### config.mk
export PLATFORM = sky130hd
export DESIGN_NAME = sba_ctrl
export DESIGN_NICKNAME = d
export VERILOG_FILES = /design/src/sba_pkg.sv /design/src/sba_ctrl.sv
export SDC_FILE = /design/constraint.sdc
export NUM_CORES = 1
export LEC_CHECK = 0
export ABC_CLOCK_PERIOD_IN_PS = 11050
export BUFFER_PORTS_ARGS = -buffer_cell sky130_fd_sc_hd__buf_2
export CORE_UTILIZATION = 55
export CTS_BUF_LIST = sky130_fd_sc_hd__clkbuf_16
export CTS_CLUSTER_SIZE = 40
export DETAILED_ROUTE_END_ITERATION = 8
export GPL_TIMING_DRIVEN = 1
export PLACE_DENSITY = 0.86
export SLEW_MARGIN = 30
export SYNTH_ARGS = -nofsm -noshare
export SYNTH_HDL_FRONTEND = slang
export SYNTH_SLANG_ARGS = --single-unit
### constraint.sdc
create_clock -name i_clk -period 11.05 [get_ports i_clk]
set_input_delay 2.21 -clock i_clk [delete_from_list [all_inputs] [get_ports i_clk]]
set_output_delay 2.21 -clock i_clk [all_outputs]
set_load 0.005 [all_outputs]
### src/sba_pkg.sv
package sba_pkg;

    // Sizes of the chunk array and of one chunk's busy map
    localparam int MAX_CHUNKS           = 16;
    localparam int MAX_BLOCKS_PER_CHUNK = 64;

    localparam int CHUNK_W   = (MAX_CHUNKS > 1) ? $clog2(MAX_CHUNKS) : 1;
    localparam int CNT_W     = $clog2(MAX_CHUNKS + 1);
    localparam int BLK_IDX_W = $clog2(MAX_BLOCKS_PER_CHUNK);

    // Field widths
    localparam int LOG_W  = 5;
    localparam int SIZE_W = 24;
    localparam int ADDR_W = 28;
    localparam int DATA_W = 32;
    localparam int PADDR_W = 4;
    localparam int REG_IDX_W = 2;

    localparam logic [LOG_W-1:0] LOG2_LIMIT = 5'd24;

    // Request codes
    localparam logic FUNC_ALLOC = 1'b0;
    localparam logic FUNC_FREE  = 1'b1;

    // Register indexes
    localparam logic [REG_IDX_W-1:0] REG_CHUNK_SIZE = 2'd0;
    localparam logic [REG_IDX_W-1:0] REG_MIN_BLOCK  = 2'd1;
    localparam logic [REG_IDX_W-1:0] REG_CHUNKS     = 2'd2;

    // Result status codes
    typedef enum logic [1:0] {
        ST_OK       = 2'd0,
        ST_TOO_BIG  = 2'd1,
        ST_NO_SPACE = 2'd2,
        ST_BAD_FREE = 2'd3
    } t_status;

    typedef enum logic [1:0] {
        S_IDLE,
        S_PREP,
        S_SCAN
    } t_state;

    // Request broadcast from the controller to every cell
    typedef struct packed {
        logic               func;
        logic [LOG_W-1:0]   cls;
        logic [LOG_W-1:0]   clog;
        logic [CNT_W-1:0]   nch;
        logic [CHUNK_W-1:0] target;
        logic [SIZE_W-1:0]  off;
        logic               claim;
        logic [CHUNK_W-1:0] claim_idx;
    } t_bcast;

    // Scan beat handed from cell to cell
    typedef struct packed {
        logic                 tok;
        logic                 done;
        logic [BLK_IDX_W-1:0] blk;
        logic [CHUNK_W-1:0]   chunk;
        logic                 free_seen;
        logic [CHUNK_W-1:0]   free_idx;
        t_status              status;
    } t_carry;

    // Smallest k with 2^k >= v, zero for v of zero or one
    function automatic logic [LOG_W-1:0] ceil_log2(input logic [SIZE_W-1:0] v);
        logic [SIZE_W-1:0] m;
        logic [LOG_W-1:0]  k;
        m = v - SIZE_W'(1);
        k = '0;
        for (int i = 0; i < SIZE_W; i++) begin
            if (m[i]) begin
                k = LOG_W'(i + 1);
            end
        end
        if (v <= SIZE_W'(1)) begin
            k = '0;
        end
        return k;
    endfunction

    // log2 of blocks in a chunk before the cap
    function automatic logic [LOG_W-1:0] blk_log2(input logic [LOG_W-1:0] cls,
                                                  input logic [LOG_W-1:0] clog);
        return (cls >= clog) ? '0 : (clog - cls);
    endfunction

endpackage

### src/sba_ctrl.sv
module sba_ctrl (
    input  logic                          i_clk,
    input  logic                          i_rst_n,
    input  logic                          i_start,
    input  logic                          i_func,
    input  logic [sba_pkg::SIZE_W-1:0]    i_request_size,
    input  logic [sba_pkg::SIZE_W-1:0]    i_alignment,
    input  logic [sba_pkg::ADDR_W-1:0]    i_free_address,
    input  logic [sba_pkg::LOG_W-1:0]     i_clog,
    input  logic [sba_pkg::LOG_W-1:0]     i_mlog,
    input  logic [sba_pkg::CNT_W-1:0]     i_nch,
    input  sba_pkg::t_carry               i_chain,
    output sba_pkg::t_carry               o_launch,
    output sba_pkg::t_bcast               o_bc,
    output logic                          o_busy,
    output logic                          o_result_valid,
    output logic [sba_pkg::ADDR_W-1:0]    o_block_address,
    output logic [1:0]                    o_status
);

    sba_pkg::t_state                r_state, n_state;
    logic                           r_func, n_func;
    logic [sba_pkg::LOG_W-1:0]      r_cls, n_cls;
    logic [sba_pkg::ADDR_W-1:0]     r_faddr, n_faddr;
    logic [sba_pkg::CHUNK_W-1:0]    r_target, n_target;
    logic [sba_pkg::SIZE_W-1:0]     r_off, n_off;
    logic                           r_launch, n_launch;
    logic                           r_valid, n_valid;
    logic [sba_pkg::ADDR_W-1:0]     r_addr, n_addr;
    sba_pkg::t_status               r_status, n_status;

    logic [sba_pkg::SIZE_W-1:0]     eff_size;
    logic [sba_pkg::LOG_W-1:0]      raw_cls;
    logic [sba_pkg::ADDR_W-1:0]     fchunk;
    logic [sba_pkg::ADDR_W-1:0]     off_mask;
    logic                           claim;

    // Size class of the incoming request
    always_comb begin
        eff_size = (i_alignment > i_request_size) ? i_alignment : i_request_size;
        raw_cls  = sba_pkg::ceil_log2(eff_size);
        fchunk   = r_faddr >> i_clog;
        off_mask = (sba_pkg::ADDR_W'(1) << i_clog) - sba_pkg::ADDR_W'(1);
    end

    // Next state and results
    always_comb begin
        n_state  = r_state;
        n_func   = r_func;
        n_cls    = r_cls;
        n_faddr  = r_faddr;
        n_target = r_target;
        n_off    = r_off;
        n_launch = 1'b0;
        n_valid  = 1'b0;
        n_addr   = r_addr;
        n_status = r_status;
        claim    = 1'b0;
        unique case (r_state)
            sba_pkg::S_IDLE: begin
                if (i_start) begin
                    n_func  = i_func;
                    n_cls   = (raw_cls < i_mlog) ? i_mlog : raw_cls;
                    n_faddr = i_free_address;
                    n_state = sba_pkg::S_PREP;
                end
            end
            sba_pkg::S_PREP: begin
                n_addr = '0;
                if (r_func == sba_pkg::FUNC_ALLOC) begin
                    if (r_cls > i_clog) begin
                        n_status = sba_pkg::ST_TOO_BIG;
                        n_valid  = 1'b1;
                        n_state  = sba_pkg::S_IDLE;
                    end else begin
                        n_launch = 1'b1;
                        n_state  = sba_pkg::S_SCAN;
                    end
                end else begin
                    if (fchunk >= sba_pkg::ADDR_W'(i_nch)) begin
                        n_status = sba_pkg::ST_BAD_FREE;
                        n_valid  = 1'b1;
                        n_state  = sba_pkg::S_IDLE;
                    end else begin
                        n_target = fchunk[sba_pkg::CHUNK_W-1:0];
                        n_off    = sba_pkg::SIZE_W'(r_faddr & off_mask);
                        n_launch = 1'b1;
                        n_state  = sba_pkg::S_SCAN;
                    end
                end
            end
            sba_pkg::S_SCAN: begin
                if (i_chain.tok) begin
                    n_valid = 1'b1;
                    n_state = sba_pkg::S_IDLE;
                    if (r_func == sba_pkg::FUNC_FREE) begin
                        n_status = i_chain.status;
                    end else if (i_chain.done) begin
                        n_status = sba_pkg::ST_OK;
                        n_addr   = (sba_pkg::ADDR_W'(i_chain.chunk) << i_clog)
                                 | (sba_pkg::ADDR_W'(i_chain.blk) << r_cls);
                    end else if (i_chain.free_seen) begin
                        claim    = 1'b1;
                        n_status = sba_pkg::ST_OK;
                        n_addr   = sba_pkg::ADDR_W'(i_chain.free_idx) << i_clog;
                    end else begin
                        n_status = sba_pkg::ST_NO_SPACE;
                    end
                end
            end
            default: begin
                n_state = sba_pkg::S_IDLE;
            end
        endcase
    end

    always_ff @(posedge i_clk) begin
        if (!i_rst_n) begin
            r_state  <= sba_pkg::S_IDLE;
            r_launch <= 1'b0;
            r_valid  <= 1'b0;
        end else begin
            r_state  <= n_state;
            r_launch <= n_launch;
            r_valid  <= n_valid;
        end
    end

    always_ff @(posedge i_clk) begin
        r_func   <= n_func;
        r_cls    <= n_cls;
        r_faddr  <= n_faddr;
        r_target <= n_target;
        r_off    <= n_off;
        r_addr   <= n_addr;
        r_status <= n_status;
    end

    // Drive the chain head and the broadcast
    always_comb begin
        o_launch           = '0;
        o_launch.tok       = r_launch;
        o_launch.status    = sba_pkg::ST_OK;
        o_bc.func          = r_func;
        o_bc.cls           = r_cls;
        o_bc.clog          = i_clog;
        o_bc.nch           = i_nch;
        o_bc.target        = r_target;
        o_bc.off           = r_off;
        o_bc.claim         = claim;
        o_bc.claim_idx     = i_chain.free_idx;
    end

    assign o_busy          = (r_state != sba_pkg::S_IDLE);
    assign o_result_valid  = r_valid;
    assign o_block_address = r_addr;
    assign o_status        = r_status;

`ifndef SYNTHESIS
    a_valid_pulse: assert property (@(posedge i_clk) disable iff (!i_rst_n)
        r_valid |=> !r_valid)
        else $error("result strobe held longer than one cycle");

    a_valid_idle: assert property (@(posedge i_clk) disable iff (!i_rst_n)
        r_valid |-> (r_state == sba_pkg::S_IDLE))
        else $error("result issued while a request is still in work");

    a_tok_scan: assert property (@(posedge i_clk) disable iff (!i_rst_n)
        i_chain.tok |-> (r_state == sba_pkg::S_SCAN))
        else $error("scan beat left the chain outside a scan");

    a_claim_ok: assert property (@(posedge i_clk) disable iff (!i_rst_n)
        claim |-> (r_func == sba_pkg::FUNC_ALLOC && !i_chain.done && i_chain.free_seen))
        else $error("chunk claimed without a miss and a free chunk");
`endif

endmodule

Yosys cells after proc, flatten, opt, wreduce, memory -nomap -nowiden --
Index checks and enable logic that the tools add are counted.
Storage, ports and cells: output and inout port bits 100, register bits after elaboration 96, logic and storage cells 101, input bits 114
Operators by class: shift operators 5, equal/unequal tests 8, add/sub/neg operators 2, mux-type cells 59, bitwise operators 3, order comparisons 5, reductions and logical operators 9
Operators with widths (number):
- $mux W5 | 24
- $mux W28 | 4
- $pmux W28 S2 | 1
- $shl A4 B5 Y28 | 2
- $ge A28 B5 Y1 | 1
- $or A28 B28 Y28 | 1
- $shl A6 B5 Y28 | 1
- $shr A28 B5 Y28 | 1
- $mux W2 | 13
- $and A24 B24 Y24 | 1
- $gt A24 B24 Y1 | 1
- $le A24 B1 Y1 const B | 1
- $mux W24 | 1
- $shl A1 B5 Y24 const A | 1
- $sub A24 B1 Y24 const B | 1
- $sub A24 B2 Y24 const B | 1
- $mux W1 | 13
- $ne A3 B3 Y1 const B | 3
- $reduce_and A4 Y1 | 2
- $ne A2 B2 Y1 const B | 3
- $pmux W2 S3 | 1
- $reduce_and A2 Y1 | 3
- $gt A5 B5 Y1 | 1
- $lt A5 B5 Y1 | 1
- other kinds (8) | 9

Logic depth before layout (Yosys ltp) --
depth in word-level cells 30, mapped depth 32, depth with buffers taken out 28

Worst setup path before layout --
No wires, ideal clock.
kind in2reg, from input port i_request_size[22] in the netlist's numbering, to register r_cls[4] in the netlist's numbering (data pin), setup slack 2877 ps, library setup time 262 ps, cell stages on the path 30, data required time 10788 ps, data arrival time 7910 ps, buffers on the path 3, path through inv_1 ha_1 and4_1 nand4_4 a311o_1 nand3_2 nand2_1 buf_6 buf_2 nand2_1 a21boi_0 ha_1 buf_2 nor2b_1 nand4b_1 nor3b_1 nand2_1 xnor2_1 mux2i_1 nor2b_1 and3_1 nor2b_1 a221oi_1 ha_1 a21o_1 a21o_1 a21oi_1 and2_1 a31oi_4 mux2_1
Between the ends: word-level cells in the longest chain between the ends 30, elaborated cells on any way between the ends 31, classes of those cells add/sub (1); order compare (3); mux (27)
Ends and longest elaborated chain:
- start, declared | line sba_ctrl.sv:6 | input logic [sba_pkg::SIZE_W-1:0] i_request_size,
- $gt A24 B24 Y1 | line sba_ctrl.sv:40 | eff_size = (i_alignment > i_request_size) ? i_alignment : i_request_size;
- $mux W24 (*) | line sba_ctrl.sv:40
- $sub A24 B1 Y24 | line sba_pkg.sv:71 | m = v - SIZE_W'(1);
- $mux W1 | line sba_pkg.sv:74 | if (m[i]) begin
- $mux W2 | line sba_pkg.sv:74
- $mux W5 (22 in series) | line sba_pkg.sv:74
- $mux W5 (*) | line sba_pkg.sv:78 | if (v <= SIZE_W'(1)) begin
- $lt A5 B5 Y1 | line sba_ctrl.sv:63 | n_cls = (raw_cls < i_mlog) ? i_mlog : raw_cls;
- $mux W5 (*) | line sba_ctrl.sv:63
- end signal, assigned | line sba_ctrl.sv:131 | r_cls <= n_cls;
- end, declared | line sba_ctrl.sv:23 | logic [sba_pkg::LOG_W-1:0] r_cls, n_cls;
Every way passes the cells marked *; elsewhere a longest branch is shown, timed or not. A chain may end at the register's enable or synchronous reset.

Worst setup path in the final report --
from input port i_request_size[23] in the netlist's numbering, to register r_cls[4] in the netlist's numbering (data pin)
The elaborated chain is that of the path after synthesis.

==> results by group <==
Routing
  – DR DRC count: 0
  – DRT Pass-1 Iters: 6
  – WL final: 27.5 mm
  – DRT iter0 DRCs: 1168
  – Via count: 9275
  – WL per Instance: 18.8 um
  – Detail-routed via count per cell: 6.36
  – Final ANT Viol Nets: 0

Floorplan
  – Core Rows: 47
  – Horiz. Die Dim: 133 um
  – Initial Util: 56.5%
  – I/O Pins: 214
  – Core Box Area: 16600 um2
  – Die Y: 133 um
  – Die area: 17600 um2

Clock network
  – Worst-path clk slew: 0.07 ns
  – Clock latency on the worst-skew pair: 0.35 ns
  – Total CTS buffers: 9
  – CTS H-tree lvls: 3
  – Clock tree buffer depth: 2
  – # Post-CTS Setup Buffers: 0
  – CTS tree: built
  – Post_cts resized: 0
  – Root Driver: clkbuf_16
  – Cts hold-fix bufs: 0
  – Clock sinks: 96

Placement
  – DP Worst Slack: 1.42 ns
  – GP Congestion: 1.03
  – # port buffers: 195
  – DP Wirelength: 21.1 mm
  – Placed Area: 10300 um2
  – Placed insts: 1440

Synth
  – Synth Area in Compound Gates: 20.1%
  – Post-Syn Area: 9370 um2
  – Post-synthesis simple-gate area fraction: 22.9%
  – Post-synth ARST share: 0%
  – Yosys reg bits: 96
  – Syn_area_per_cell: 8.60 um2
  – Synth Area in XOR/XNOR: 2.71%
  – Post-synthesis adder-cell area fraction: 6.01%
  – Sequential area share after synthesis: 30.3%
  – Yosys warning count: 0
  – EDFF count, synth: 92
  – Mapped Cells: 1089
  – Largest family of logic cells by synthesized area: simple AND/OR/NAND/NOR gates
  – Synth cell types: 85
  – Synth Flop Type: edfxtp_1
  – Post-synthesis mux area share: 10.4%

Finish
  – Design area: 10600 um2
  – Commonest non-fill, non-tap cell in the layout: buf_2
  – Final #Nets: 1390
  – Synth-to-layout area growth: 12.9%
  – Most frequent cells in the layout: 195 x buf_2, 102 x nand2_1, 92 x edfxtp_1, 85 x nor2_1, 67 x a21oi_1
  – Share of post-route cells with drive strength above 1: 22.5%
  – Util after Layout: 63.8%
  – Final Non-Filler Cells: 1459

Pwr
  – Logic gate share of total power: 32.2%
  – Worst vdd ir: 0.0947 mV
  – Register share of total power: 40.8%
  – Switching share of power: 34.4%
  – Clock network fraction of total power: 27.0%
  – Pwr Total: 1.11 mW
  – P_leak: 4.30 nW
  – Cell Pwr Density: 105 nW/um2
  – P_int: 726 uW
  – Sw Pwr: 381 uW

Hold path
  – Hold Crit Class: register to register
  – Hold path cells: 2

Timing
  – Worst slew margin: 40.7%
  – Worst setup margin: 1.68 ns
  – Setup TNS: 0 ns
  – Hold Violations, Final: 0
  – Setup violators final: 0
  – Min Hold Slack: 0.561 ns
  – Count of pins over their slew limit: 0
  – Highest clock rate: 107 MHz
  – Skew final: 0.0114 ns
  – RSZ-0062 raised after global routing: false
  – Fin crit period: 9.37 ns
  – Worst slew pin tran: 0.888 ns
  – Period utilization: 84.8%

Global routing
  – Vias in the first global route: 8376
  – Global-route wire length before repair: 43.0 mm
  – Largest net degree at the start of global routing: 54
  – GR Overflow Total: 0
  – Initial antenna violation count: 5
  – GRT Total Usage: 30.6%

Setup path
  – Worst r2r path cells: 13
  – WS Path Type: input pin to register
  – Critical path data required time: 11.15 ns
  – Type of origin of the critical path: input pin
  – Crit path max fanout: 22
  – Critical Path AT: 9.46 ns
  – Crit. End Element: register

Run
  – Max-cap violations: 0

Status
  – Status: finished, final reports clean
## power groups by stage
stage / Combinational [mW] / Clock, mW / Sequential [mW]
2_1_floorplan: 0.248 / 0 / 0.449
3_3_place_gp: 0.338 / 0 / 0.457
3_5_place_dp: 0.345 / 0 / 0.458
4_1_cts: 0.348 / 0.302 / 0.450
5_1_grt: 0.389 / 0.315 / 0.454
6_report: 0.357 / 0.299 / 0.452
## synth_stat cells (6+ instances only)
| master | number | area [um2] |
|---|---|---|
| nand2_1 | 102 | 383 |
| edfxtp_1 | 92 | 2760 |
| nor2_1 | 85 | 319 |
| a21oi_1 | 67 | 335 |
| inv_1 | 54 | 203 |
| o21ai_0 | 53 | 265 |
| mux2i_1 | 51 | 510 |
| ha_1 | 45 | 563 |
| nor2b_1 | 45 | 282 |
| clkbuf_1 | 36 | 135 |
| buf_4 | 35 | 263 |
| nand3_1 | 28 | 140 |
| nor3_1 | 25 | 125 |
| xnor2_1 | 25 | 219 |
| o22ai_1 | 22 | 138 |
| a22oi_1 | 18 | 135 |
| and2_1 | 17 | 106 |
| mux2_2 | 17 | 191 |
| a31oi_1 | 15 | 93.8 |
| nand2b_1 | 15 | 93.8 |
| a211oi_1 | 14 | 105 |
| nand4_1 | 13 | 81.3 |
| and3_1 | 12 | 75.1 |
| a21boi_0 | 10 | 75.1 |
| buf_1 | 10 | 37.5 |
| buf_2 | 10 | 50.1 |
| mux4_2 | 10 | 225 |
| or4_1 | 10 | 75.1 |
| nor4_1 | 9 | 56.3 |
| o31ai_1 | 9 | 67.6 |
| o211ai_1 | 8 | 60.1 |
| o21a_1 | 7 | 52.6 |
| a21o_1 | 6 | 45.0 |
| nand4b_1 | 6 | 52.6 |
## registers in the layout (all words and copies together) (netlist names)
signal and flops:
r_target 4, o_result_valid 1, o_block_address 28, r_cls 5
r_launch 1, r_off 24, r_func 1, r_faddr 28
o_status 2, r_state 2
## critical path, stage by stage
cell and delay (ns):
buf_2 0.09, inv_1 0.05, ha_1 0.34, and4_1 0.28
and2_4 0.17, a311o_1 0.31, nor3_2 0.73, nor2_1 0.15
buf_4 0.26, a21boi_0 0.36, ha_1 0.40, nor2b_1 0.48
nand4b_1 0.30, nor3b_1 0.49, nand2_1 0.12, xnor2_1 0.14
mux2i_1 0.10, nor2b_1 0.16, and3_1 0.19, nor2b_1 0.14
a221oi_1 0.38, ha_1 0.32, a21o_1 0.18, a21o_1 0.17
a21oi_1 0.23, and2_1 0.23, a31oi_4 0.13, mux2_1 0.34
## path summary, 6_finish.rpt
path                       from  slack (ns)          end
min reg2reg          r_state[0]        0.56   r_state[0]
min                  r_state[0]        0.56   r_state[0]
max          i_request_size[23]        1.68     r_cls[4]
max reg2reg         r_faddr[11]        6.96  o_status[1]
## metal layers
layer	vias up	track usage (%)	routed length, um
met5	-	0	8
met4	2	13.7	1120
met3	100	4.98	2780
met2	606	50.5	12800
met1	4270	39.4	10800
li1	4297	-	-
## area by class of cell
| cell class | count | area, um2 |
|---|---|---|
| multi-input cells | 862 | 5890 |
| repair buffers | 206 | 1060 |
| inverters | 56 | 210 |
| clock inverters | 7 | 60.1 |
| clock buffers | 9 | 225 |
| well taps | 220 | 275 |
| flip-flops and latches | 96 | 2840 |
| fillers | 1416 | 6010 |
| diodes | 3 | 7.51 |
## cell families after synthesis
logic type	count (synthesis)
xor+xnor	29
flops	96
other cells	1
simple gates	405
buf+inv	148
compound gates	283
mux	82
fa+ha+maj	45
No activity file was read; power rests on OpenSTA's default activity.
