### src/sba_pkg.sv
package sba_pkg;

    // Sizes of the chunk array and of one chunk's busy map
    localparam int MAX_CHUNKS           = 16;
    localparam int MAX_BLOCKS_PER_CHUNK = 64;

    localparam int CHUNK_W   = (MAX_CHUNKS > 1) ? $clog2(MAX_CHUNKS) : 1;
    localparam int CNT_W     = $clog2(MAX_CHUNKS + 1);
    localparam int BLK_IDX_W = $clog2(MAX_BLOCKS_PER_CHUNK);

    // Field widths
    localparam int LOG_W  = 5;
    localparam int SIZE_W = 24;
    localparam int ADDR_W = 28;
    localparam int DATA_W = 32;
    localparam int PADDR_W = 4;
    localparam int REG_IDX_W = 2;

    localparam logic [LOG_W-1:0] LOG2_LIMIT = 5'd24;

    // Request codes
    localparam logic FUNC_ALLOC = 1'b0;
    localparam logic FUNC_FREE  = 1'b1;

    // Register indexes
    localparam logic [REG_IDX_W-1:0] REG_CHUNK_SIZE = 2'd0;
    localparam logic [REG_IDX_W-1:0] REG_MIN_BLOCK  = 2'd1;
    localparam logic [REG_IDX_W-1:0] REG_CHUNKS     = 2'd2;

    // Result status codes
    typedef enum logic [1:0] {
        ST_OK       = 2'd0,
        ST_TOO_BIG  = 2'd1,
        ST_NO_SPACE = 2'd2,
        ST_BAD_FREE = 2'd3
    } t_status;

    typedef enum logic [1:0] {
        S_IDLE,
        S_PREP,
        S_SCAN
    } t_state;

    // Request broadcast from the controller to every cell
    typedef struct packed {
        logic               func;
        logic [LOG_W-1:0]   cls;
        logic [LOG_W-1:0]   clog;
        logic [CNT_W-1:0]   nch;
        logic [CHUNK_W-1:0] target;
        logic [SIZE_W-1:0]  off;
        logic               claim;
        logic [CHUNK_W-1:0] claim_idx;
    } t_bcast;

    // Scan beat handed from cell to cell
    typedef struct packed {
        logic                 tok;
        logic                 done;
        logic [BLK_IDX_W-1:0] blk;
        logic [CHUNK_W-1:0]   chunk;
        logic                 free_seen;
        logic [CHUNK_W-1:0]   free_idx;
        t_status              status;
    } t_carry;

    // Smallest k with 2^k >= v, zero for v of zero or one
    function automatic logic [LOG_W-1:0] ceil_log2(input logic [SIZE_W-1:0] v);
        logic [SIZE_W-1:0] m;
        logic [LOG_W-1:0]  k;
        m = v - SIZE_W'(1);
        k = '0;
        for (int i = 0; i < SIZE_W; i++) begin
            if (m[i]) begin
                k = LOG_W'(i + 1);
            end
        end
        if (v <= SIZE_W'(1)) begin
            k = '0;
        end
        return k;
    endfunction

    // log2 of blocks in a chunk before the cap
    function automatic logic [LOG_W-1:0] blk_log2(input logic [LOG_W-1:0] cls,
                                                  input logic [LOG_W-1:0] clog);
        return (cls >= clog) ? '0 : (clog - cls);
    endfunction

endpackage

### src/sba_cell.sv
module sba_cell (
    input  logic                     i_clk,
    input  logic                     i_rst_n,
    input  logic [sba_pkg::CHUNK_W-1:0] i_idx,
    input  sba_pkg::t_bcast          i_bc,
    input  sba_pkg::t_carry          i_carry,
    output sba_pkg::t_carry          o_carry
);

    logic                                   r_assigned;
    logic [sba_pkg::LOG_W-1:0]              r_cls;
    logic [sba_pkg::MAX_BLOCKS_PER_CHUNK-1:0] r_map;
    sba_pkg::t_carry                        r_carry;

    logic                                   n_assigned;
    logic [sba_pkg::LOG_W-1:0]              n_cls;
    logic [sba_pkg::MAX_BLOCKS_PER_CHUNK-1:0] n_map;
    sba_pkg::t_carry                        n_carry;

    logic                                   in_range;
    logic                                   act;
    logic [sba_pkg::LOG_W-1:0]              d_alloc;
    logic [sba_pkg::LOG_W-1:0]              d_free;
    logic [sba_pkg::MAX_BLOCKS_PER_CHUNK-1:0] free_vec;
    logic [sba_pkg::BLK_IDX_W-1:0]          first_free;
    logic                                   hit;
    logic                                   fhit;
    logic [sba_pkg::SIZE_W-1:0]             b_raw;
    logic                                   bad;

    // Find the lowest free block within the class's block count
    always_comb begin
        in_range = (sba_pkg::CNT_W'(i_idx) < i_bc.nch);
        act      = i_carry.tok && !i_carry.done && in_range;
        d_alloc  = sba_pkg::blk_log2(i_bc.cls, i_bc.clog);
        for (int j = 0; j < sba_pkg::MAX_BLOCKS_PER_CHUNK; j++) begin
            free_vec[j] = !r_map[j] && ((32'(j) >> d_alloc) == 32'd0);
        end
        first_free = '0;
        for (int j = sba_pkg::MAX_BLOCKS_PER_CHUNK - 1; j >= 0; j--) begin
            if (free_vec[j]) begin
                first_free = sba_pkg::BLK_IDX_W'(j);
            end
        end
        hit = act && (i_bc.func == sba_pkg::FUNC_ALLOC) && r_assigned
              && (r_cls == i_bc.cls) && (|free_vec);
    end

    // Check the block index of a free request against this chunk
    always_comb begin
        fhit   = act && (i_bc.func == sba_pkg::FUNC_FREE) && (i_idx == i_bc.target);
        d_free = sba_pkg::blk_log2(r_cls, i_bc.clog);
        b_raw  = i_bc.off >> r_cls;
        bad    = !r_assigned || ((b_raw >> d_free) != '0)
                 || (32'(b_raw) >= sba_pkg::MAX_BLOCKS_PER_CHUNK);
    end

    // Update chunk state and the outgoing beat
    always_comb begin
        n_assigned = r_assigned;
        n_cls      = r_cls;
        n_map      = r_map;
        n_carry    = i_carry;
        if (hit) begin
            n_map[first_free] = 1'b1;
            n_carry.done      = 1'b1;
            n_carry.blk       = first_free;
            n_carry.chunk     = i_idx;
        end
        if (act && (i_bc.func == sba_pkg::FUNC_ALLOC) && !r_assigned
                && !i_carry.free_seen) begin
            n_carry.free_seen = 1'b1;
            n_carry.free_idx  = i_idx;
        end
        if (fhit) begin
            n_carry.done = 1'b1;
            if (bad) begin
                n_carry.status = sba_pkg::ST_BAD_FREE;
            end else begin
                n_carry.status = sba_pkg::ST_OK;
                n_map[b_raw[sba_pkg::BLK_IDX_W-1:0]] = 1'b0;
            end
        end
        if (i_bc.claim && (i_bc.claim_idx == i_idx)) begin
            n_assigned = 1'b1;
            n_cls      = i_bc.cls;
            n_map      = sba_pkg::MAX_BLOCKS_PER_CHUNK'(1);
        end
    end

    always_ff @(posedge i_clk) begin
        if (!i_rst_n) begin
            r_assigned  <= 1'b0;
            r_cls       <= '0;
            r_map       <= '0;
            r_carry     <= '0;
        end else begin
            r_assigned  <= n_assigned;
            r_cls       <= n_cls;
            r_map       <= n_map;
            r_carry     <= n_carry;
        end
    end

    assign o_carry = r_carry;

endmodule

### config.mk
export PLATFORM = sky130hd
export DESIGN_NAME = sba_cell
export DESIGN_NICKNAME = d
export VERILOG_FILES = /design/src/sba_pkg.sv /design/src/sba_cell.sv
export SDC_FILE = /design/constraint.sdc
export NUM_CORES = 1
export LEC_CHECK = 0
export ABC_CLOCK_PERIOD_IN_PS = 11500
export BUFFER_PORTS_ARGS = -buffer_cell sky130_fd_sc_hd__buf_2
export CAP_MARGIN = 30
export CORE_ASPECT_RATIO = 1.4
export CORE_MARGIN = 5
export CORE_UTILIZATION = 49
export DETAILED_ROUTE_END_ITERATION = 10
export HOLD_SLACK_MARGIN = 0.15
export PLACE_DENSITY = 0.8
export SLEW_MARGIN = 10
export SYNTH_ARGS = -nofsm -noshare
export SYNTH_HDL_FRONTEND = slang
export SYNTH_SLANG_ARGS = --single-unit
### constraint.sdc
create_clock -name i_clk -period 11.5 [get_ports i_clk]
set_input_delay 0 -clock i_clk [delete_from_list [all_inputs] [get_ports i_clk]]
set_output_delay 0 -clock i_clk [all_outputs]
set_load 0.05 [all_outputs]
* Word level (Yosys, flattened, before mapping) *
Index checks and enable logic that the tools add are counted.

storage, ports and cells
  bits in read-only memories = 0
  flip-flop bits (word level) = 89
  bits in latches = 0
  bits in writable memories = 0
  word-level logic and storage cells = 387
  output and inout bits = 19
  memories kept = 0

cells by class
  $lt $le $gt $ge = 8
  add/sub/neg operators = 2
  muxes and demuxes = 79
  multipliers = 0
  bitwise gates (word level) = 5
  shift operators = 66
  div/mod/pow operators = 0
  equality and inequality tests = 3
  reductions and logical operators = 213

operator list
  cell                                                                     count
  32-bit zero test                                                         64
  6-bit by 5-bit right shift with 32-bit output (first input constant)     32
  5-bit by 5-bit right shift with 32-bit output (first input constant)     16
  6-bit 2-to-1 mux                                                         64
  4-bit by 5-bit right shift with 32-bit output (first input constant)     8
  64-bit 2-to-1 mux                                                        3
  3-bit by 5-bit right shift with 32-bit output (first input constant)     4
  1-bit logical AND                                                        77
  1-bit zero test                                                          67
  64-bit bitwise AND                                                       1
  64-bit inverter                                                          1
  64-bit OR                                                                1
  64-bit OR reduction                                                      1
  1-bit by 5-bit right shift with 32-bit output (first input constant)     2
  2-bit by 5-bit right shift with 32-bit output (first input constant)     2
  24-bit by 5-bit right shift with 24-bit output                           2
  24-bit by 7-bit >= comparator with 1-bit output (second input constant)  1
  24-bit nonzero test                                                      1
  5-bit 2-to-1 mux                                                         3
  6-bit by 7-bit < comparator with 1-bit output (second input constant)    2
  1-bit demux with 6-bit select                                            2
  6-bit by 1-bit >= comparator with 1-bit output (second input constant)   2
  11-bit 2-to-1 mux                                                        1
  5-bit >= comparator                                                      2
  other kinds (9)                                                          17

* Logic depth before layout (Yosys ltp) *
Gate-level depths: netlist of run 1.

  word-level depth = 79
  gate-level depth with buffers = 19

* Worst setup path before layout of run 1 *
Ideal clock, no wire load.

  kind = register to register
  from = register r_cls[1] in the netlist's numbering
  to = register r_map[0] in the netlist's numbering
  clock period less this slack = 4601 ps
  cell stages (with the launch flop) = 18
  buffers on the path = 3
  arrival time = 4486 ps
  slack = 6899 ps
  required time = 11385 ps
  cells stage by stage = dfxtp_1 > buf_2 > buf_4 > clkbuf_1 > inv_1 > ha_1 > nor2b_1 > o31ai_2 > a211o_1 > mux2i_1 > o311a_1 > or4_1 > nor4b_2 > nand3_1 > a21o_4 > nor3b_4 > a21oi_1 > o21a_1

between the ends
  cells in the longest elaborated chain, start to end = 10
  elaborated cells between the ends (all ways) = 23

RTL lines
  what                                                                                                                                          line             text
  start, declared                                                                                                                               sba_cell.sv:11   logic [sba_pkg::LOG_W-1:0] r_cls;
  start signal, assigned                                                                                                                        sba_cell.sv:99   r_cls <= n_cls;
  24-bit by 5-bit right shift with 24-bit output                                                                                                sba_cell.sv:53   b_raw = i_bc.off >> r_cls;
  6-bit by 7-bit < comparator with 1-bit output (implied by the code) / 6-bit by 1-bit >= comparator with 1-bit output (equally long branches)  sba_cell.sv:81   n_map[b_raw[sba_pkg::BLK_IDX_W-1:0]] = 1'b0;
  1-bit logical AND (implied by the code)                                                                                                       sba_cell.sv:81
  1-bit 2-to-1 mux (implied by the code)                                                                                                        sba_cell.sv:81
  1-bit demux with 6-bit select                                                                                                                 sba_cell.sv:81
  64-bit inverter (no line)                                                                                                                     -
  64-bit bitwise AND (no line)                                                                                                                  -
  64-bit 2-to-1 mux                                                                                                                             sba_cell.sv:77   if (bad) begin
  64-bit 2-to-1 mux (*)                                                                                                                         sba_cell.sv:75   if (fhit) begin
  1-bit 2-to-1 mux (*)                                                                                                                          sba_cell.sv:84   if (i_bc.claim && (i_bc.claim_idx == i_idx)) begin
  end signal, assigned                                                                                                                          sba_cell.sv:100  r_map <= n_map;
  end, declared                                                                                                                                 sba_cell.sv:12   logic [sba_pkg::MAX_BLOCKS_PER_CHUNK-1:0] r_map;

Mark *: on every way between the ends. The rest lies on a longest branch, timed or not.
A chain may end at the register's enable or synchronous reset.

* Worst setup path after layout of run 1 *
  from = input port i_bc[43] in the netlist's numbering
  to = register r_carry (netlist bit o_carry[10])

between the ends
  cells in the longest elaborated chain, start to end = 8
  elaborated cells between the ends (all ways) = 200

RTL lines
  what                                                                         line             text
  start, declared                                                              sba_cell.sv:5    input sba_pkg::t_bcast i_bc,
  5-bit subtractor / 5-bit >= comparator (equally long branches)               sba_pkg.sv:87    return (cls >= clog) ? '0 : (clog - cls);
  5-bit 2-to-1 mux                                                             sba_pkg.sv:87
  6-bit by 5-bit right shift with 32-bit output, or another cell as far along  sba_cell.sv:37   free_vec[j] = !r_map[j] && ((32'(j) >> d_alloc) == 32'd0);
  32-bit zero test                                                             sba_cell.sv:37
  1-bit logical AND                                                            sba_cell.sv:37
  64-bit OR reduction                                                          sba_cell.sv:46   && (r_cls == i_bc.cls) && (|free_vec);
  1-bit logical AND (*)                                                        sba_cell.sv:46
  11-bit 2-to-1 mux (*)                                                        sba_cell.sv:64   if (hit) begin
  end signal, assigned                                                         sba_cell.sv:101  r_carry <= n_carry;
  end, declared                                                                sba_cell.sv:13   sba_pkg::t_carry r_carry;

Marked as above.

==> metrics.yaml, run 1 <==
worst_setup_path:
  rr_startpoint: "r_cls[3]"
  cp_max_fo: 19
  cp.required_ns: 11.72
  worst_setup_path_end_kind: "register"
  arrival_ns: 5.95
  path_class: "in2reg"
  worstSetupStartpointType: "input pin"
  r2r_slack_ns: 5.97
  critical_path.startpoint: "i_bc[43]"
grt:
  grt_pass1_wl_microns: 45800
  grt_pass1_vias: 8498
  antenna_found_initial: 1
  grt_max_degree: 64
  grt.total_usage_pct: 29.50
  gr-total-overflow: 0
timing:
  slew_viol_final: 0
  setup_tns_ns: 0
  setup_viol: 0
  skew_ns: 0.01296
  slew_headroom_pct: 33.87
  finalCritPeriodShare_pct: 49.84
  fmax_mhz: 174.5
  post-route-min-period_ns: 5.731
  rsz0062_at_grt: "false"
  tightest_slew_ns: 0.9899
  hold_violations: 0
synth:
  synth_most_common_cell: "a21oi_1"
  ys_seq_area_share_pct: 22.06
  yosys.area.top_type: "dfxtp_1"
  async_reset_ff_share_pct: 0
  yosysWarnings: 0
  synth_fp_nets: 1063
  ys_top_cells_by_count: "94 x a21oi_1, 89 x dfxtp_1, 81 x nand2_1"
  synth_area_leaders: "dfxtp_1 22%, mux4_2 6.7%, a21oi_1 5.8%, a211oi_1 5.7%, mux2i_1 4.2%"
  ys_ff_latch: 89
  synth_cells: 974
  yosysTopAreaCellShare_pct: 22.06
  syn_area_per_cell_sq_um: 8.291
  synth_edf_count: 0
  syn-cell-area_sq_um: 8075
  yosys.cell_types.count: 120
  synth_ff_type: "dfxtp_1"
floorplanning:
  ios: 93
  die_w_microns: 118.5
  dieArea_sq_um: 19180
  start_util_pct: 49.93
  design.core.area_sq_um: 16170
  rows: 55
  die_h_microns: 161.9
pwr:
  p_int_uw: 604.0
  powerDensity_nw_per_um2: 107.9
  pwr-share-clk_pct: 29.5
  power_frac_seq_pct: 31.6
  switchingPower_uw: 391.0
  netSwitchingFraction_pct: 39.29
  p_leak_uw: 0.003366
  vdd_drop_max_mv: 0.07764
  power_frac_comb_pct: 39.0
clock_network:
  numCtsBuffers: 9
  htreeDepth: 3
  clkTransAtPathRegs_ns: 0.08
  cts_setup_buffers: 0
  insertion_delay_ns: 0.35
  clock_sinks: 89
  cts_tree: "built"
  cts-root-buf: "clkbuf_16"
  cts_buffer_depth: 2
detailed_routing:
  postRouteWirelength_microns: 29390
  ant_nets: 0
  wl_per_cell_microns: 22.98
  first_pass_iters: 5
  vias_per_cell: 6.844
  detail_route.drc_violations: 0
  drtIter0Drc: 755
  vias: 8753
finish:
  drive_above_1_share_pct: 20.39
  fin_nets: 1163
  synthToLayoutAreaGrowth_pct: 14.16
  postLayoutCellArea_sq_um: 9219
place:
  placed_area_sq_um: 8492
  hpwl_microns: 22290
  place_congestion: 1.083
  port_buffers: 92
min_path:
  min_path_type: "in2reg"
  min-delay-start: "i_bc[4]"
run_status:
  outcome: "complete, no violations"
job:
  max_cap_violations: 0
repair_timing:
item	in CTS	in global routing
gates resized for setup	0	0
endpoints found under the hold margin	25	0
hold buffers	42	0
final cells by class:
type                       instances  area, sq um
tap                              199        249.0
fill                            1429         6953
timing repair buffer             142        938.4
multi-input combinational        793         5802
inverter                          39        146.4
clock inverter                     7        73.82
antenna                            1        2.502
sequential                        89         1782
clock buffer                       9        225.2
stage by stage:
stage	hold slack [ns]	power (uW)	utilization [%]	cells	setup WS, ns
after floorplan	0.1175	592.1	-	974	6.899
after global placement	0.2127	681.7	52.46	1218	6.115
after detailed placement	0.2244	684.3	52.51	1219	6.104
after CTS	0.2206	981.3	56.96	1277	5.886
after global routing	0.2724	1033	57.01	1279	5.482
final	0.2496	995.0	57.01	1279	5.769
layout by cell type, fill, tap and decap left out, types with 17 or more instances in the layout:
master	instances
a31oi_1	21
o21ai_0	36
a21oi_1	94
nor3_1	21
dlygate4sd3_1	42
mux4_2	24
buf_2	93
inv_1	35
dfxtp_1	89
nor2_1	78
nand2_1	81
nand3_1	19
a21o_1	17
a211oi_1	61
mux2i_1	34
flip-flops by register name (all words and copies together) (netlist names):
register and flops:
r_cls 5, r_assigned 1, r_map 64, o_carry 19
power groups by stage:
stage                     Combinational [uW]  Sequential (uW)  Clock (uW)
after floorplan                          258              334           0
after global placement                   361              321           0
after detailed placement                 363              321           0
after CTS                                377              314         291
after global routing                     416              314         303
final                                    388              314         293
critical path, cell delays in order:
cell           delay (ns)
dlygate4sd3_1        0.52
buf_2                0.14
ha_1                 0.24
inv_1                0.08
fa_1                 0.48
xor2_1               0.24
nor2b_1              0.19
a41o_1               0.25
o21ai_2              0.66
a21oi_1              0.20
or3_1                0.41
a211oi_1             0.43
nand3b_1             0.16
nor3b_1              0.59
a21o_1               0.44
mux2i_1              0.28
dlygate4sd3_1        0.60
nor2_1               0.05
metal layers:
layer  share of wire (%)  vias to the layer above  wire, microns  GRT usage (%)
met5                   0                        -              0              0
met4                 9.3                        0           2743          23.16
met3                 7.7                      156           2271          4.981
met2                  48                      505          14190          51.41
met1                  35                     4104          10190          31.34
li1                    -                     3988              -              -
cell families after synthesis:
kind of cell / count (synthesis) / synth area share, %
compound gates: 378 / 34.79
xor+xnor: 16 / 1.735
fa+ha+maj: 15 / 2.510
buf+inv: 92 / 6.198
flops: 89 / 22.06
mux: 64 / 11.74
simple gates: 320 / 20.96
final timing paths:
check | to | cells past startpoint
max | o_carry[10] | 18
min | r_assigned | 6
max reg2reg | r_map[56] | 14
min reg2reg | r_map[62] | 2
No activity file was read; power rests on OpenSTA's default activity.
==> inputs of run 2 (changes only) <==
--- a/config.mk
+++ b/config.mk
@@ -5,7 +5,7 @@
 export SDC_FILE = /design/constraint.sdc
 export NUM_CORES = 1
 export LEC_CHECK = 0
-export ABC_CLOCK_PERIOD_IN_PS = 11500
+export ABC_CLOCK_PERIOD_IN_PS = 5700
 export BUFFER_PORTS_ARGS = -buffer_cell sky130_fd_sc_hd__buf_2
 export CAP_MARGIN = 30
 export CORE_ASPECT_RATIO = 1.4
==> constraint.sdc (replaced) <==
create_clock -name i_clk -period 5.7 [get_ports i_clk]
set_input_delay 0 -clock i_clk [delete_from_list [all_inputs] [get_ports i_clk]]
set_output_delay 0 -clock i_clk [all_outputs]
set_load 0.05 [all_outputs]
==> run 2 against run 1 <==
  * Cell count up 1.3%
  * Hold slack worse by 0.074 ns
  * Combinational power up 120%
  * Non-clock buffer count up 18
  * Core utilization up 0.77 points
  * Clock power up 110%
  * Largest power group unchanged
==> metrics.yaml, run 2 (same netlist as run 1, synthesis figures left out) <==
clock_network:
  cts_tree: "built"
  insertion_delay_ns: 0.35  # about the same
  htreeDepth: 3  # unchanged
  ctsResizeCount: 0  # unchanged
  numCtsBuffers: 9  # unchanged
  cts-root-buf: "clkbuf_16"
  clock_sinks: 89  # unchanged
  clkTransAtPathRegs_ns: 0.08  # about the same
  cts_buffer_depth: 2  # unchanged
finish:
  fin_nets: 1181  # +1.5%
  final_common_cell: "a21oi_1"
  drive_above_1_share_pct: 21.79  # +1.4 points
  diodes: 0  # -1
  layout_common_cells: "94 x a21oi_1, 92 x buf_2, 89 x dfxtp_1"
  register_area_sq_um: 1782  # unchanged
  regMostFlops: "r_map"
  multi_input_area_sq_um: 5802  # unchanged
  largest_reg_flops: 64  # unchanged
  synthToLayoutAreaGrowth_pct: 15.71
  fin_util_pct: 57.78  # +0.77 points
  final.fill_count: 1401  # -2.0%
  final_cells: 1296  # +1.3%
timing:
  post-route-min-period_ns: 5.529
  slew_headroom_pct: 27.73  # -6.1 points
  tightest_slew_ns: 1.082  # +0.09188 ns
  skew_ns: 0.01105  # -0.001910 ns
  rsz0062_at_grt: "false"
  fmax_mhz: 180.9
  finalCritPeriodShare_pct: 97.00
  setup_viol: 0  # unchanged
  hold_violations: 0  # unchanged
  setup_tns_ns: 0  # unchanged
  slew_viol_final: 0  # unchanged
detailed_routing:
  wl_per_cell_microns: 25.24  # +9.8%
  vias: 9135  # +4.4%
  detail_route.drc_violations: 0  # unchanged
  vias_per_cell: 7.049  # +3.0%
  ant_nets: 0  # unchanged
  first_pass_iters: 8  # +3
  drtIter0Drc: 1053  # +39%
  postRouteWirelength_microns: 32710  # +11%
job:
  max_cap_violations: 0  # unchanged
grt:
  gr-total-overflow: 0  # unchanged
  antenna_found_initial: 0  # -1
  grt.total_usage_pct: 32.82  # +3.3 points
  grt_pass1_vias: 8856  # +4.2%
  grt_pass1_wl_microns: 49910  # +9.0%
  grt_max_degree: 37  # -42%
floorplanning:
  die_h_microns: 161.9  # unchanged
  design.core.area_sq_um: 16170  # unchanged
  start_util_pct: 49.93  # unchanged
  die_w_microns: 118.5  # unchanged
  dieArea_sq_um: 19180  # unchanged
  ios: 93  # unchanged
  rows: 55  # unchanged
pwr:
  vdd_drop_max_mv: 0.1567  # +100%
  p_leak_uw: 0.003456  # +2.7%
  power.total_uw: 2077  # +110%
  powerDensity_nw_per_um2: 222.2  # +110%
min_path:
  min_path_type: "in2reg"
  hold_path_depth: 5  # -1
  min_to: "o_carry[17]"
  min-delay-start: "i_bc[48]"
worst_setup_path:
  r2r_slack_ns: 0.69  # -5.28 ns
  cp.required_ns: 5.94  # -5.78 ns
  crit_path_max_incr_delay_ns: 0.58  # -0.08 ns
  worstSetupStartpointType: "input pin"
  worstPathCellList: "dlygate4sd3_1 -> buf_2 -> ha_1 -> inv_1 -> fa_1 -> and3_1 -> or3_1 -> a21oi_1 -> a211o_1 -> a21oi_1 -> or3_1 -> a211oi_1 -> nand3b_1 -> nor3b_1 -> a21o_1 -> a2111oi_0 -> a31o_2 -> dlygate4sd3_1"
  rr_startpoint: "r_cls[0]"
  cp_num_buf_inv: 4  # unchanged
  reg2regPathDepth: 13  # -1
  path_class: "in2reg"
  critPathTopFamily: "compound AO/OA/AOI/OAI gates"
  arrival_ns: 5.77  # -0.18 ns
  slowest_stage: "nor3b_1"
  critical_path.startpoint: "i_bc[43]"
  r2r_end: "r_map[62]"
  worst_setup_path_end_kind: "register"
  cp_max_fo: 7  # -12
place:
  port_buffers: 92  # unchanged
  hpwl_microns: 24260  # +8.9%
  place_congestion: 1.083  # about the same
  dp.cells: 1238  # +1.6%
run_status:
  outcome: "complete, no violations"
[run 2: cell types whose count changed in the layout (fill, tap and decap cells not counted), sizes merged]
cell,delta
buf,+19
clkinv,-2
diode,-1
dlygate4sd3,-1
inv,+2
[run 2: per-layer routing]
| layer | vias to the layer above | routed length, microns | global-route usage [%] |
|---|---|---|---|
| li1 | 4024 | - | - |
| met1 | 4257 | 11060 | 35.66 |
| met2 | 649 | 15850 | 56.81 |
| met3 | 205 | 2850 | 5.712 |
| met4 | 0 | 2949 | 24.34 |
| met5 | - | 0 | 0 |
[run 2: worst max path at each step]
stage / endpoint / cells after the start
floorplan: r_map[0] / 17
global placement: r_map[11] / 18
detailed placement: r_map[11] / 18
CTS: o_carry[14] / 18
global route: o_carry[14] / 18
finish: o_carry[14] / 18
[run 2: worst reg2reg max path: stages (launching register included)]
cell      delay (ns)
dfxtp_1         0.86
ha_1            0.31
nor2b_1         0.08
o31ai_2         0.45
a211o_1         0.39
mux2i_1         0.12
o311a_1         0.34
or4_1           0.58
nor4b_2         0.33
nand3_1         0.21
a211oi_2        0.81
a21oi_1         0.18
nand2_1         0.15
o31ai_1         0.08
[run 2: stage by stage]
step	area, sq um	hold WS [ns]	setup WS [ns]
after floorplan	8075	0.1175	1.099
after global placement	8627	0.2152	0.7367
after detailed placement	8635	0.2225	0.7261
after CTS	9336	0.1888	0.4692
after global routing	9344	0.2225	0.1018
final	9344	0.1754	0.1709
[run 2: final cells by class]
| cell class | instances | area share, % |
|---|---|---|
| multi-input combinational | 793 | 62.09 |
| sequential | 89 | 19.07 |
| timing repair buffer | 160 | 11.49 |
| tap | 199 | 2.665 |
| clock buffer | 9 | 2.410 |
| inverter | 39 | 1.567 |
| clock inverter | 7 | 0.7097 |
[run 2: what timing repair did]
| item | 4_1_cts | 5_1_grt |
|---|---|---|
| hold endpoints to repair | 25 | 0 |
| hold buffers | 41 | 0 |
| buffers inserted | 0 | 0 |
[run 2: power breakdown]
part           switching [uW]  leakage, uW  total [uW]  internal (uW)
combinational             545      0.00259         837            291
clock                     297     0.000145         606            309
sequential               4.26     0.000722         634            630
total                     846      0.00346        2080           1230
==> inputs of run 3 (changes only) <==
--- a/config.mk
+++ b/config.mk
@@ -8,12 +8,15 @@
 export ABC_CLOCK_PERIOD_IN_PS = 5700
 export BUFFER_PORTS_ARGS = -buffer_cell sky130_fd_sc_hd__buf_2
 export CAP_MARGIN = 30
+export CELL_PAD_IN_SITES_DETAIL_PLACEMENT = 1
+export CELL_PAD_IN_SITES_GLOBAL_PLACEMENT = 2
 export CORE_ASPECT_RATIO = 1.4
 export CORE_MARGIN = 5
-export CORE_UTILIZATION = 49
+export CORE_UTILIZATION = 36
 export DETAILED_ROUTE_END_ITERATION = 10
+export GPL_TIMING_DRIVEN = 0
 export HOLD_SLACK_MARGIN = 0.15
-export PLACE_DENSITY = 0.8
+export PLACE_DENSITY = 0.92
 export SLEW_MARGIN = 10
 export SYNTH_ARGS = -nofsm -noshare
 export SYNTH_HDL_FRONTEND = slang
==> run 3 against run 2 <==
  * Non-clock buffer count up 28
  * Critical path depth rose by 1
  * Largest cell class unchanged
  * Register-to-register slack got worse by 0.41 ns
  * Hold slack better by 0.036 ns
  * Highest routed layer unchanged
  * Flip-flop and latch count did not move
==> metrics.yaml, run 3 (same netlist as run 1, synthesis figures left out) <==
detailed_routing:
  vias: 9073  # -0.68%
  postRouteWirelength_microns: 37040  # +13%
  wl_per_cell_microns: 26.07  # +3.3%
  detail_route.drc_violations: 0  # unchanged
  drtIter0Drc: 596  # -43%
  first_pass_iters: 5  # -3
  ant_nets: 0  # unchanged
  vias_per_cell: 6.385  # -9.4%
floorplanning:
  design.core.area_sq_um: 22020  # +36%
  dieArea_sq_um: 25570  # +33%
  die_h_microns: 187.2  # +16%
  start_util_pct: 36.67  # -13 points
  rows: 64  # +16%
  ios: 93  # unchanged
  die_w_microns: 136.6  # +15%
finish:
  layout_common_cells: "101 x buf_2, 94 x a21oi_1, 89 x dfxtp_1"
  final_cells: 1421  # +9.6%
  register_area_sq_um: 1782  # unchanged
  final_common_cell: "buf_2"
  regMostFlops: "r_map"
  largest_reg_flops: 64  # unchanged
  synthToLayoutAreaGrowth_pct: 19.65
  multi_input_area_sq_um: 5812  # +0.17%
  final.fill_count: 2663  # +90%
  drive_above_1_share_pct: 21.73  # -0.059 points
  fin_nets: 1209  # +2.4%
place:
  hpwl_microns: 27910  # +15%
  dp.cells: 1365  # +10%
  port_buffers: 92  # unchanged
  place_congestion: 1.000  # -7.6%
  pre_cts_ws_ns: -0.03964  # -0.7657 ns
clock_network:
  cts-root-buf: "clkbuf_16"
  cts_tree: "built"
  cts_buffer_depth: 2  # unchanged
  clock_sinks: 89  # unchanged
  htreeDepth: 3  # unchanged
  cts_setup_buffers: 0  # unchanged
  insertion_delay_ns: 0.37  # +0.02 ns
  numCtsBuffers: 9  # unchanged
  clkTransAtPathRegs_ns: 0.07  # about the same
worst_setup_path:
  worstSetupStartpointType: "input pin"
  slowest_stage: "dlygate4sd3_1"
  arrival_ns: 5.80  # +0.03 ns
  worstPathCellList: "dlygate4sd3_1 -> buf_2 -> inv_1 -> fa_1 -> xor2_1 -> nor2b_1 -> a41o_1 -> o21ai_2 -> buf_4 -> a21oi_1 -> or3_1 -> a211oi_1 -> nand3b_1 -> nor3b_2 -> a21o_1 -> buf_2 -> mux2i_1 -> dlygate4sd3_1 -> nor2_1"
  path_class: "in2reg"
  crit_path_max_incr_delay_ns: 0.60  # +0.02 ns
  cp.required_ns: 5.93  # about the same
  worst_setup_path_end_kind: "register"
  cp_max_fo: 10  # +3
  critPathTopFamily: "buffers and inverters"
  cp_num_buf_inv: 6  # +2
timing:
  tightest_slew_ns: 1.050  # -0.03186 ns
  post-route-min-period_ns: 5.575  # +0.04549 ns
  whs_ns: 0.2111  # +0.03574 ns
  fmax_mhz: 179.4  # -0.82%
  setup_viol: 0  # unchanged
  finalCritPeriodShare_pct: 97.80  # +0.80 points
  slew_headroom_pct: 29.75  # +2.0 points
  skew_ns: 0.01045  # -0.0006054 ns
  hold_violations: 0  # unchanged
  slew_viol_final: 0  # unchanged
  fin_ws_ns: 0.1254  # -0.04549 ns
  rsz0062_at_grt: "false"
grt:
  antenna_found_initial: 1  # +1
  gr-total-overflow: 0  # unchanged
  grt_pass1_wl_microns: 56080  # +12%
  grt.total_usage_pct: 28.52  # -4.3 points
  grt_pass1_vias: 9609  # +8.5%
  grt_max_degree: 20  # -46%
run_status:
  outcome: "complete, no violations"
pwr:
  powerDensity_nw_per_um2: 220.3  # -0.87%
  p_leak_uw: 0.003519  # +1.8%
  p_int_uw: 1281  # +4.1%
  vdd_drop_max_mv: 0.1640  # +4.6%
  pwr-share-clk_pct: 29.4  # +0.2 points
  power_frac_comb_pct: 40.8  # +0.5 points
  power.total_uw: 2128  # +2.5%
  netSwitchingFraction_pct: 39.81  # -0.95 points
  switchingPower_uw: 847.4  # +0.11%
  power_frac_seq_pct: 29.8  # -0.7 points
job:
  max_cap_violations: 0  # unchanged
min_path:
  min_path_type: "in2reg"
==> run 3: changes by cell type in the layout (fill, tap and decap cells not counted), moves of 3 or more <==
cell	previous run	this run
buf_6	0	9
buf_1	0	5
clkbuf_1	0	18
buf_4	27	8
clkbuf_8	0	3
inv_6	3	0
buf_2	92	101
==> run 3: final timing paths <==
| check | startpoint | end | slack, ns | cells past startpoint |
|---|---|---|---|---|
| setup / recovery | i_bc[44] | o_carry[7] | 0.13 | 19 |
| hold / removal | i_bc[3] | r_map[0] | 0.21 | 4 |
| setup reg to reg | r_cls[3] | r_map[0] | 0.28 | 15 |
| hold reg to reg | r_map[62] | r_map[62] | 0.49 | 2 |
==> run 3: area by class of cell <==
| type | instances | share of cell area, % |
|---|---|---|
| plain buffers | 51 | 3.600 |
| clock buffers | 10 | 2.473 |
| repair buffers | 137 | 9.337 |
| well taps | 297 | 3.846 |
| inverters | 39 | 1.554 |
| multi-input cells | 793 | 60.15 |
| diodes | 1 | 0.02590 |
| clock inverters | 4 | 0.5698 |
| flip-flops and latches | 89 | 18.44 |
==> run 3: stage by stage <==
step                util, %  setup TNS [ns]  area (sq um)
floorplan                 -               0          8075
global placement      40.45        -0.01870          8907
detailed placement    40.56         -0.1145          8932
CTS                   43.74               0          9633
global route          43.88               0          9662
finish                43.88               0          9662
==> run 3: power by group through the flow <==
stage	combinational (uW)	sequential, uW	clock, uW
after floorplan	521	673	0
after global placement	801	647	0
after detailed placement	811	647	0
after CTS	839	633	620
after global routing	910	635	653
final	868	635	626
==> run 3: repair_timing <==
item                                    CTS  global route
hold endpoints to repair                 25             0
gates resized for setup                   0             8
hold buffers                             41             0
cloned                                    0             0
endpoints found under the setup margin    3            41
==> run 3: worst register-to-register path, stage by stage, from the launching register on <==
cell and delay [ns]:
dfxtp_1 0.62, clkinvlp_4 0.31, buf_1 0.35, ha_1 0.45
o21a_1 0.15, o31ai_2 0.11, a211o_1 0.42, mux2i_1 0.16
o311a_1 0.35, or4_1 0.57, o31ai_1 0.47, nand2_1 0.21
a21o_4 0.29, nor3b_4 0.48, a21oi_1 0.15, o21a_1 0.21
==> run 3: per-layer routing <==
layer,track usage (%),vias up,wire (microns)
met5,0,-,0
met4,21.57,0,3030
met3,4.117,172,1927
met2,50.15,395,19070
met1,30.03,4438,13020
li1,-,4068,-
